$ cat config.mk
export PLATFORM = sky130hd
export DESIGN_NAME = ftn_address_parser_unit
export DESIGN_NICKNAME = d
export VERILOG_FILES = /design/src/hw/rtl/ftn_ap_pkg.sv /design/src/hw/rtl/ftn_address_parser_unit.sv /design/src/hw/rtl/ftn_ap_regs.sv /design/src/hw/rtl/ftn_ap_parser.sv /design/src/hw/rtl/ftn_ap_result.sv
export SDC_FILE = /design/constraint.sdc
export NUM_CORES = 1
export LEC_CHECK = 0
export BUFFER_PORTS_ARGS = -buffer_cell sky130_fd_sc_hd__buf_2
export CORE_UTILIZATION = 47
export CTS_BUF_LIST = sky130_fd_sc_hd__clkbuf_8
export CTS_CLUSTER_SIZE = 20
export DETAILED_ROUTE_END_ITERATION = 6
export PLACE_DENSITY = 0.72
export SYNTH_ARGS = -nofsm -noshare
export SYNTH_HDL_FRONTEND = slang
export SYNTH_SLANG_ARGS = --single-unit
$ cat constraint.sdc
create_clock -name clk -period 5.5 [get_ports clk]
set_input_delay 0 -clock clk [delete_from_list [all_inputs] [get_ports clk]]
set_output_delay 0 -clock clk [all_outputs]
set_load 0.005 [all_outputs]
$ cat src/hw/rtl/ftn_ap_pkg.sv
// Package of the address parser: part encoding, characters, register map,
// parse phases and shared structs. No dependencies.
package ftn_ap_pkg;

    localparam int NUMBER_BITS_DEF = 16;
    localparam int PART_W          = 17;
    localparam int ADDR_W          = 4;
    localparam int DATA_W          = 32;

    localparam logic [PART_W-1:0] PART_EMPTY = 17'h1FFFF;
    localparam logic [PART_W-1:0] PART_WILD  = 17'h1FFFE;

    localparam logic [7:0] CH_STAR  = 8'h2A;
    localparam logic [7:0] CH_COLON = 8'h3A;
    localparam logic [7:0] CH_SLASH = 8'h2F;
    localparam logic [7:0] CH_DOT   = 8'h2E;
    localparam logic [7:0] CH_AT    = 8'h40;
    localparam logic [7:0] CH_ZERO  = 8'h30;
    localparam logic [7:0] CH_NINE  = 8'h39;
    localparam logic [7:0] CH_UPA   = 8'h41;
    localparam logic [7:0] CH_UPZ   = 8'h5A;
    localparam logic [7:0] CH_LA    = 8'h61;
    localparam logic [7:0] CH_LL    = 8'h6C;
    localparam logic [7:0] CH_LD    = 8'h64;
    localparam logic [7:0] CH_LO    = 8'h6F;
    localparam logic [7:0] CH_LR    = 8'h72;
    localparam logic [7:0] CH_LW    = 8'h77;
    localparam logic [7:0] CASE_BIT = 8'h20;

    // Whole-word candidates
    localparam int CAND_STAR  = 0;
    localparam int CAND_ALL   = 1;
    localparam int CAND_WORLD = 2;

    // Register map, index = paddr[3:2]
    localparam logic [1:0] REG_FILL_MODE = 2'd0;
    localparam logic [1:0] REG_PREV_ZONE = 2'd1;
    localparam logic [1:0] REG_PREV_NET  = 2'd2;
    localparam logic [1:0] REG_PREV_NODE = 2'd3;

    typedef enum logic [2:0] {
        PH_START,
        PH_NUM_START,
        PH_DIGITS,
        PH_A,
        PH_AL,
        PH_DONE,
        PH_DOMAIN
    } phase_t;

    typedef struct packed {
        logic              empty;
        logic [PART_W-1:0] val;
    } part_t;

    localparam part_t PART_NONE = '{empty: 1'b1, val: PART_EMPTY};

    typedef struct packed {
        logic  err;
        logic  all_wild;
        part_t zone;
        part_t net;
        part_t node;
        part_t point;
        logic  dom;
    } raw_res_t;

    typedef struct packed {
        logic              fill_mode;
        logic [PART_W-1:0] prev_zone;
        logic [PART_W-1:0] prev_net;
        logic [PART_W-1:0] prev_node;
    } cfg_t;

    function automatic logic [7:0] to_lower(input logic [7:0] c);
        logic [7:0] r;
        r = c;
        if (c >= CH_UPA && c <= CH_UPZ)
            r = c | CASE_BIT;
        return r;
    endfunction

    function automatic logic char_is_num(input logic [7:0] c);
        return (c >= CH_ZERO) && (c <= CH_NINE);
    endfunction

    function automatic logic [7:0] all_char(input logic [1:0] pos);
        logic [7:0] r;
        unique case (pos)
            2'd0:    r = CH_LA;
            default: r = CH_LL;
        endcase
        return r;
    endfunction

    function automatic logic [7:0] world_char(input logic [2:0] pos);
        logic [7:0] r;
        unique case (pos)
            3'd0:    r = CH_LW;
            3'd1:    r = CH_LO;
            3'd2:    r = CH_LR;
            3'd3:    r = CH_LL;
            default: r = CH_LD;
        endcase
        return r;
    endfunction

endpackage

$ cat src/hw/rtl/ftn_address_parser_unit.sv
// Address parser, one character per request. A result is registered once its
// last character leaves the input register. Throughput: 1 character per cycle
// unless a last character waits for the result register to have space; the
// input and result registers let a new character enter while a result waits.
// Reset (rst_n low, asynchronous): parser at start of string, both registers
// empty, fill_mode 0, previous zone/net/node -1. Depends on ftn_ap_pkg.
module ftn_address_parser_unit
    import ftn_ap_pkg::*;
#(
    parameter int NUMBER_BITS = NUMBER_BITS_DEF
)
(
    input  logic                     clk,
    input  logic                     rst_n,

    // configuration port
    input  logic                     psel,
    input  logic                     penable,
    input  logic                     pwrite,
    input  logic [ADDR_W-1:0]        paddr,
    input  logic [DATA_W-1:0]        pwdata,
    output logic [DATA_W-1:0]        prdata,
    output logic                     pready,

    // character requests
    input  logic                     char_valid,
    output logic                     char_ready,
    input  logic [7:0]               char_in,
    input  logic                     last_char,

    // parsed addresses
    output logic                     result_valid,
    input  logic                     result_ready,
    output logic                     parse_ok,
    output logic signed [PART_W-1:0] zone_out,
    output logic signed [PART_W-1:0] net_out,
    output logic signed [PART_W-1:0] node_out,
    output logic signed [PART_W-1:0] point_out,
    output logic                     has_domain
);

    cfg_t       cfg;
    raw_res_t   raw;
    logic       space;
    logic       step;
    logic       take;
    logic       in_valid_reg;
    logic [7:0] char_reg;
    logic       last_reg;

    // Input register. A held character advances into the parser unless it is
    // the last of a string and the result register cannot take the result;
    // only then does the request channel stall.
    assign step       = in_valid_reg && (!last_reg || space);
    assign char_ready = !in_valid_reg || step;
    assign take       = char_valid && char_ready;

    always_ff @(posedge clk or negedge rst_n)
    begin
        if (!rst_n)
            in_valid_reg <= 1'b0;
        else if (take)
            in_valid_reg <= 1'b1;
        else if (step)
            in_valid_reg <= 1'b0;
    end

    // Payload needs no reset: it is only looked at while in_valid_reg is set
    always_ff @(posedge clk)
    begin
        if (take)
        begin
            char_reg <= char_in;
            last_reg <= last_char;
        end
    end

    ftn_ap_regs u_regs (
        .clk     (clk),
        .rst_n   (rst_n),
        .psel    (psel),
        .penable (penable),
        .pwrite  (pwrite),
        .paddr   (paddr),
        .pwdata  (pwdata),
        .prdata  (prdata),
        .pready  (pready),
        .cfg     (cfg)
    );

    // Parse state advances on every character step and clears after the last
    ftn_ap_parser #(
        .NUMBER_BITS (NUMBER_BITS)
    ) u_parser (
        .clk       (clk),
        .rst_n     (rst_n),
        .step_en   (step),
        .char_in   (char_reg),
        .last_char (last_reg),
        .raw       (raw)
    );

    // Only the last character of a string produces a result
    ftn_ap_result u_result (
        .clk          (clk),
        .rst_n        (rst_n),
        .load         (step && last_reg),
        .raw          (raw),
        .cfg          (cfg),
        .space        (space),
        .result_valid (result_valid),
        .result_ready (result_ready),
        .parse_ok     (parse_ok),
        .zone_out     (zone_out),
        .net_out      (net_out),
        .node_out     (node_out),
        .point_out    (point_out),
        .has_domain   (has_domain)
    );

endmodule

$ cat src/hw/rtl/ftn_ap_regs.sv
// APB configuration registers: fill mode and the previous address parts.
// Depends on ftn_ap_pkg.
module ftn_ap_regs
    import ftn_ap_pkg::*;
(
    input  logic              clk,
    input  logic              rst_n,
    input  logic              psel,
    input  logic              penable,
    input  logic              pwrite,
    input  logic [ADDR_W-1:0] paddr,
    input  logic [DATA_W-1:0] pwdata,
    output logic [DATA_W-1:0] prdata,
    output logic              pready,
    output cfg_t              cfg
);

    cfg_t       cfg_reg;
    logic       wr_en;
    logic [1:0] reg_idx;

    assign pready  = 1'b1;
    assign wr_en   = psel && penable && pwrite;
    assign reg_idx = paddr[ADDR_W-1:2];
    assign cfg     = cfg_reg;

    always_ff @(posedge clk or negedge rst_n)
    begin
        if (!rst_n)
        begin
            cfg_reg.fill_mode <= 1'b0;
            cfg_reg.prev_zone <= PART_EMPTY;
            cfg_reg.prev_net  <= PART_EMPTY;
            cfg_reg.prev_node <= PART_EMPTY;
        end
        else if (wr_en)
        begin
            unique case (reg_idx)
                REG_FILL_MODE: cfg_reg.fill_mode <= pwdata[0];
                REG_PREV_ZONE: cfg_reg.prev_zone <= pwdata[PART_W-1:0];
                REG_PREV_NET:  cfg_reg.prev_net  <= pwdata[PART_W-1:0];
                REG_PREV_NODE: cfg_reg.prev_node <= pwdata[PART_W-1:0];
                default:       ;
            endcase
        end
    end

    // Sign-extend the part registers on read
    always_comb
    begin
        unique case (reg_idx)
            REG_FILL_MODE: prdata = {{(DATA_W-1){1'b0}}, cfg_reg.fill_mode};
            REG_PREV_ZONE: prdata = {{(DATA_W-PART_W){cfg_reg.prev_zone[PART_W-1]}},
                                     cfg_reg.prev_zone};
            REG_PREV_NET:  prdata = {{(DATA_W-PART_W){cfg_reg.prev_net[PART_W-1]}},
                                     cfg_reg.prev_net};
            REG_PREV_NODE: prdata = {{(DATA_W-PART_W){cfg_reg.prev_node[PART_W-1]}},
                                     cfg_reg.prev_node};
            default:       prdata = '0;
        endcase
    end

endmodule

$ cat src/hw/rtl/ftn_ap_parser.sv
// Per-character parse state and its next-state logic, including the
// whole-word wildcard tracker. Depends on ftn_ap_pkg.
module ftn_ap_parser
    import ftn_ap_pkg::*;
#(
    parameter int NUMBER_BITS = NUMBER_BITS_DEF
)
(
    input  logic       clk,
    input  logic       rst_n,
    input  logic       step_en,
    input  logic [7:0] char_in,
    input  logic       last_char,
    output raw_res_t   raw
);

    typedef struct packed {
        phase_t                 phase;
        logic [1:0]             idx;
        logic [NUMBER_BITS-1:0] acc;
        part_t                  zone;
        part_t                  net;
        part_t                  node;
        part_t                  point;
        logic                   dom;
        logic                   err;
    } pstate_t;

    localparam logic [NUMBER_BITS-1:0] NUM_MAX = '1;
    localparam pstate_t ST_CLEAR = '{
        phase: PH_START, idx: 2'd0, acc: '0,
        zone: PART_NONE, net: PART_NONE, node: PART_NONE, point: PART_NONE,
        dom: 1'b0, err: 1'b0
    };

    pstate_t                st_reg, st_next, work, fin;
    logic [2:0]             mpos_reg, mpos_next;
    logic [2:0]             mcand_reg, mcand_next;
    logic [7:0]             lc;
    logic                   dig;
    logic [NUMBER_BITS+3:0] mul10;
    logic                   sat;

    // A number or wildcard has ended; place it by the separator that follows.
    function automatic pstate_t finish_num(input pstate_t s, input logic [7:0] sep,
                                           input logic is_end);
        pstate_t r;
        part_t   v;
        logic    adv;
        r       = s;
        adv     = 1'b0;
        v.empty = 1'b0;
        v.val   = (s.phase == PH_DONE) ? PART_WILD : PART_W'(s.acc);
        unique case (s.idx)
            2'd0:
            begin
                priority if (!is_end && sep == CH_COLON)
                begin
                    r.zone = v;
                    r.idx  = 2'd1;
                    adv    = 1'b1;
                end
                else if (!is_end && sep == CH_SLASH)
                begin
                    r.net = v;
                    r.idx = 2'd2;
                    adv   = 1'b1;
                end
                else
                begin
                    r.node = v;
                    if (!is_end && sep == CH_DOT)
                    begin
                        r.idx = 2'd3;
                        adv   = 1'b1;
                    end
                end
            end
            2'd1:
            begin
                r.net = v;
                priority if (!is_end && sep == CH_SLASH)
                begin
                    r.idx = 2'd2;
                    adv   = 1'b1;
                end
                else if (!is_end && sep == CH_DOT)
                begin
                    r.idx = 2'd3;
                    adv   = 1'b1;
                end
                else
                begin
                end
            end
            2'd2:
            begin
                r.node = v;
                if (!is_end && sep == CH_DOT)
                begin
                    r.idx = 2'd3;
                    adv   = 1'b1;
                end
            end
            default:
            begin
                r.point = v;
            end
        endcase
        priority if (adv)
        begin
            r.phase = PH_NUM_START;
            r.acc   = '0;
        end
        else if (!is_end && sep == CH_AT)
        begin
            r.dom   = 1'b1;
            r.phase = PH_DOMAIN;
        end
        else if (!is_end)
        begin
            r.err = 1'b1;
        end
        else
        begin
        end
        return r;
    endfunction

    assign lc    = to_lower(char_in);
    assign dig   = char_is_num(char_in);
    assign mul10 = ({4'b0, st_reg.acc} << 3) + ({4'b0, st_reg.acc} << 1)
                 + {{NUMBER_BITS{1'b0}}, char_in[3:0]};
    assign sat   = |mul10[NUMBER_BITS+3:NUMBER_BITS];

    // Character step
    always_comb
    begin
        work = st_reg;
        if (!st_reg.err)
        begin
            if (st_reg.phase == PH_START && char_in == CH_DOT)
            begin
                work.idx   = 2'd3;
                work.phase = PH_NUM_START;
            end
            else
            begin
                if (st_reg.phase == PH_START)
                begin
                    work.idx   = 2'd0;
                    work.phase = PH_NUM_START;
                end
                unique case (work.phase)
                    PH_NUM_START:
                    begin
                        priority if (char_in == CH_STAR)
                            work.phase = PH_DONE;
                        else if (lc == CH_LA)
                            work.phase = PH_A;
                        else if (dig)
                        begin
                            work.acc   = NUMBER_BITS'(char_in[3:0]);
                            work.phase = PH_DIGITS;
                        end
                        else
                            work.err = 1'b1;
                    end
                    PH_A:
                    begin
                        if (lc == CH_LL)
                            work.phase = PH_AL;
                        else
                            work.err = 1'b1;
                    end
                    PH_AL:
                    begin
                        if (lc == CH_LL)
                            work.phase = PH_DONE;
                        else
                            work.err = 1'b1;
                    end
                    PH_DIGITS:
                    begin
                        if (dig)
                            work.acc = sat ? NUM_MAX : mul10[NUMBER_BITS-1:0];
                        else
                            work = finish_num(work, char_in, 1'b0);
                    end
                    PH_DONE:
                    begin
                        work = finish_num(work, char_in, 1'b0);
                    end
                    default:
                    begin
                    end
                endcase
            end
        end

        // End of string: close an open number, anything else unfinished is bad
        fin = work;
        if (!work.err)
        begin
            priority if (work.phase == PH_DIGITS || work.phase == PH_DONE)
                fin = finish_num(work, 8'h00, 1'b1);
            else if (work.phase != PH_DOMAIN)
                fin.err = 1'b1;
            else
            begin
            end
        end

        st_next = last_char ? ST_CLEAR : work;
    end

    // Whole-word tracker for "*", "all" and "world"
    always_comb
    begin
        mcand_next = mcand_reg;
        if (!(mpos_reg == 3'd0 && char_in == CH_STAR))
            mcand_next[CAND_STAR] = 1'b0;
        if (!(mpos_reg < 3'd3 && lc == all_char(mpos_reg[1:0])))
            mcand_next[CAND_ALL] = 1'b0;
        if (!(mpos_reg < 3'd5 && lc == world_char(mpos_reg)))
            mcand_next[CAND_WORLD] = 1'b0;
        mpos_next = (mpos_reg == 3'd7) ? mpos_reg : mpos_reg + 3'd1;
    end

    assign raw.err      = fin.err;
    assign raw.all_wild = (mcand_next[CAND_STAR]  && mpos_next == 3'd1)
                       || (mcand_next[CAND_ALL]   && mpos_next == 3'd3)
                       || (mcand_next[CAND_WORLD] && mpos_next == 3'd5);
    assign raw.zone     = fin.zone;
    assign raw.net      = fin.net;
    assign raw.node     = fin.node;
    assign raw.point    = fin.point;
    assign raw.dom      = fin.dom;

    always_ff @(posedge clk or negedge rst_n)
    begin
        if (!rst_n)
        begin
            st_reg    <= ST_CLEAR;
            mpos_reg  <= 3'd0;
            mcand_reg <= 3'b111;
        end
        else if (step_en)
        begin
            st_reg    <= st_next;
            mpos_reg  <= last_char ? 3'd0 : mpos_next;
            mcand_reg <= last_char ? 3'b111 : mcand_next;
        end
    end

endmodule

$ cat src/hw/rtl/ftn_ap_result.sv
// Result register: formats the end-of-string parse (wildcard, error, fill
// from the previous address) and holds it for the result channel. Uses ftn_ap_pkg.
module ftn_ap_result
    import ftn_ap_pkg::*;
(
    input  logic                     clk,
    input  logic                     rst_n,
    input  logic                     load,
    input  raw_res_t                 raw,
    input  cfg_t                     cfg,
    output logic                     space,
    output logic                     result_valid,
    input  logic                     result_ready,
    output logic                     parse_ok,
    output logic signed [PART_W-1:0] zone_out,
    output logic signed [PART_W-1:0] net_out,
    output logic signed [PART_W-1:0] node_out,
    output logic signed [PART_W-1:0] point_out,
    output logic                     has_domain
);

    logic              valid_reg;
    logic              ok_reg, ok_next;
    logic [PART_W-1:0] zone_reg, zone_next;
    logic [PART_W-1:0] net_reg, net_next;
    logic [PART_W-1:0] node_reg, node_next;
    logic [PART_W-1:0] point_reg, point_next;
    logic              dom_reg, dom_next;

    assign space = !valid_reg || result_ready;

    always_comb
    begin
        ok_next    = 1'b1;
        zone_next  = raw.zone.val;
        net_next   = raw.net.val;
        node_next  = raw.node.val;
        point_next = raw.point.val;
        dom_next   = raw.dom;
        priority if (raw.all_wild)
        begin
            zone_next  = PART_WILD;
            net_next   = PART_WILD;
            node_next  = PART_WILD;
            point_next = PART_WILD;
            dom_next   = 1'b0;
        end
        else if (raw.err)
        begin
            ok_next    = 1'b0;
            zone_next  = '0;
            net_next   = '0;
            node_next  = '0;
            point_next = '0;
            dom_next   = 1'b0;
        end
        else if (cfg.fill_mode && raw.zone.empty)
        begin
            // cascade: net and node fill only while the part above was empty
            zone_next = cfg.prev_zone;
            if (raw.net.empty)
            begin
                net_next = cfg.prev_net;
                if (raw.node.empty)
                    node_next = cfg.prev_node;
            end
        end
        else
        begin
        end
    end

    always_ff @(posedge clk or negedge rst_n)
    begin
        if (!rst_n)
            valid_reg <= 1'b0;
        else if (load)
            valid_reg <= 1'b1;
        else if (result_ready)
            valid_reg <= 1'b0;
    end

    always_ff @(posedge clk)
    begin
        if (load)
        begin
            ok_reg    <= ok_next;
            zone_reg  <= zone_next;
            net_reg   <= net_next;
            node_reg  <= node_next;
            point_reg <= point_next;
            dom_reg   <= dom_next;
        end
    end

    assign result_valid = valid_reg;
    assign parse_ok     = ok_reg;
    assign zone_out     = zone_reg;
    assign net_out      = net_reg;
    assign node_out     = node_reg;
    assign point_out    = point_reg;
    assign has_domain   = dom_reg;

endmodule

==> metrics.csv <==
metric,value,unit
die boundary width,176,µm
violated checks,DRC,
fraction of synthesized cell area taken by the top area cell type,23.2,%
cell area after technology mapping,0.0142,mm²
Diodes inserted,0,
via count of the first global-routing pass,12196,
number of instances in the synthesized netlist,1416,
clock tree buffer depth,3,
Overall Global Routing Usage,29.5,%
Worst Setup End Kind,register,
global-route congestion overflow total,0,
Filler Cells Inserted,2642,
dpl hpwl,31600,µm
count of standard-cell rows,63,
area of the core,0.0296,mm²
highest attainable clock frequency,202,MHz
Largest register FFs,94,
share of post-route cells with drive strength above 1,31.3,%
"EDFF count, synth",79,
effective utilization at floorplan,47.8,%
setup repair after global routing missed its margin,false,
post-cts sizing count,0,
post-synth top area cell,dfstp_2,
most frequent cells after synthesis,"a21oi_1 (134), dfstp_2 (125), nor2_1 (112), nand2_1 (98), o21ai_0 (86)",
CTS Root Buffer Type,clkbuf_8,
post-synthesis sequential element count,233,
Setup TNS,0,ns
Worst Path Max Fanout,10,
number of CTS-inserted buffers,40,
power density cells,288,mW/mm²
asr flop ratio synth,66.1,%
Crit path arrival time,5.16,ns
TritonCTS clock tree,built,
Peak VDD IR,149,µV
die boundary height,176,µm
total count of max-transition violations in the final report,0,
library cell with the highest instance count after synthesis,a21oi_1,
fraction of the cycle the final worst path needs,90.1,%
die area,0.0309,mm²
post-synth net total,1505,
drt total wl,45600,µm
Final ANT Viol Nets,0,
via total after detailed routing,12783,
I/O pin count,157,
Worst Max-Slew Pin Slew,1.25,ns
leading cell types by total area after synthesis,"dfstp_2 (23%), edfxtp_1 (17%), mux2_2 (6.3%), dfrtp_1 (5.1%), a21oi_1 (4.7%)",
longest individual stage delay on the worst path,0.63,ns
routability-driven placement congestion ratio,0.948,
global-route wire length before repair,70300,µm
clock-pin slew on the worst setup and hold paths,0.06,ns
sequential share of the synthesized area,45.0,%
clock latency on the worst-skew pair,0.58,ns
Synth cell types,100,
multi-input combinational cell area,0.00712,mm²
vias per std cell,6.50,
critical path buffer and inverter count,2,
final-report setup violation count,0,
startpoint types,register,
most prevalent standard cell on the critical path,o21ai_0,
number of buffers inserted by post-CTS setup repair,0,
clock sink count,233,
initial antenna violation count,0,
Port Buffer Count,138,
library cell contributing the largest single delay on the critical path,o21ai_0,
Crit Path Class,reg -> reg,
result of the run,"finished, violations left",
Worst path top cell family by delay,compound AO/OA/AOI/OAI gates,
min cycle time layout,4.96,ns
cell breakdown of the critical path,"inv_1, fa_1, inv_1, ha_1, a211oi_1, o21ai_0, o21ai_0, a21oi_1, a211oi_1, o211ai_1, o21ai_0, nor3b_1, o21ai_0",
total leakage power,6.85,nW
total area of sequential cells,0.00638,mm²
Tightest Hold Check Type,in -> async,
relative max-transition margin,16.6,%
CP required,5.70,ns
Finished Core Util,54.8,%
hold violation count in the final report,0,
Max-Cap Viols,0,
net count of the finished layout,1635,
number of warnings printed during yosys synthesis,0,
DRC violation count after routing,2,
DR pass1 iterations,7,
most frequently used flop master after synthesis,dfstp_2,
post-detailed-route wirelength per cell,23.2,µm
Area Overhead vs Synth,14.6,%
pin count of the biggest net entering global routing,89,
Mean Syn Cell Area,10.0,µm²
H-tree depth,2,
drt initial violations,1451,
final worst clock skew,0.0305,ns
==> power breakdown <==
part           internal [mW]  total (mW)  switching (mW)  leakage, nW
clock network          0.826        1.59           0.764        0.462
logic                  0.375       0.883           0.508         3.92
registers               2.03        2.20           0.167         2.47
total                   3.23        4.67            1.44         6.85
==> routing by layer <==
layer | track usage [%] | share of wire (%)
met2 | 44.9 | 45
met4 | 13.1 | 4.4
met1 | 41.1 | 42
met3 | 4.98 | 9.1
met5 | 0 | 0
==> placed cells by master, fill, tap and decap left out, types with 9 or more instances in the layout <==
| cell type | instances |
|---|---|
| o22ai_1 | 31 |
| nand2_1 | 98 |
| mux2_2 | 79 |
| edfxtp_1 | 79 |
| and2_1 | 13 |
| mux2i_1 | 24 |
| and3_1 | 13 |
| nor2b_1 | 11 |
| a211o_1 | 12 |
| a221oi_1 | 9 |
| buf_2 | 137 |
| dfstp_2 | 125 |
| a211oi_1 | 11 |
| a21oi_1 | 134 |
| nor2_1 | 110 |
| clkbuf_8 | 46 |
| dlygate4sd3_1 | 31 |
| o21ai_1 | 16 |
| o31ai_1 | 16 |
| nand3_1 | 19 |
| o21ai_0 | 86 |
| o21a_1 | 14 |
| buf_4 | 47 |
| a21o_1 | 23 |
| nand2b_1 | 9 |
| nor3_1 | 18 |
| o22a_1 | 27 |
| dfrtp_1 | 29 |
| ha_1 | 35 |
| a22o_1 | 27 |
| inv_1 | 36 |
| a31oi_1 | 31 |
==> stage by stage <==
| stage | std cells | hold WS (ns) | instance area [µm²] | total power [mW] | setup slack, ns |
|---|---|---|---|---|---|
| finish | 1968 | 0.123 | 16200 | 4.67 | 0.544 |
| global route | 1968 | 0.148 | 16200 | 4.84 | 0.225 |
| CTS | 1968 | 0.110 | 16200 | 4.66 | 0.626 |
| detailed placement | 1863 | 0.139 | 15100 | 3.06 | 0.634 |
| global placement | 1863 | 0.139 | 15100 | 3.04 | 0.718 |
| floorplan | 1416 | -0.296 | 14200 | 2.74 | 1.30 |
==> worst reg2reg max path, stage by stage (launching register included) <==
cell and delay [ns]:
edfxtp_1 0.34, inv_1 0.12, fa_1 0.61, inv_1 0.06, ha_1 0.28, a211oi_1 0.24
o21ai_0 0.25, o21ai_0 0.58, a21oi_1 0.18, a211oi_1 0.44, o211ai_1 0.42, o21ai_0 0.63
nor3b_1 0.25, o21ai_0 0.21
==> path summary, 6_finish.rpt <==
| kind | cells past startpoint | end | slack (ns) | startpoint |
|---|---|---|---|---|
| setup / recovery | 13 | u_result.point_out[2] | 0.54 | char_reg[3] |
| hold / removal | 2 | u_parser.st_reg[85] | 0.12 | rst_n |
| setup reg to reg | 13 | u_result.point_out[2] | 0.54 | char_reg[3] |
| hold reg to reg | 2 | u_parser.st_reg[45] | 0.45 | u_parser.st_reg[45] |
| max in group asynchronous | 3 | u_result.result_valid | 4.00 | rst_n |
| min in group clk | 2 | char_reg[0] | 0.15 | char_in[0] |
==> kinds of logic after synthesis <==
logic type,after synthesis,share of synthesized area (%)
compound gates,525,25.2
xor+xnor,12,0.741
buf+inv,153,4.92
simple gates,351,12.6
fa+ha+maj,37,3.37
other cells,1,0.0265
flops,233,45.0
mux,104,8.13
==> what timing repair did <==
action,4_1_cts,5_1_grt
endpoints found under the hold margin,150,0
hold buffers,31,0
setup endpoints to repair,0,0
==> cell type report <==
class	instances	share of cell area, %
repair buffers	216	8.38
well taps	390	3.00
flip-flops and latches	233	39.3
multi-input cells	1030	43.8
inverters	25	0.586
clock buffers	46	3.90
clock inverters	28	1.02
(Power assumes the default switching activity.)
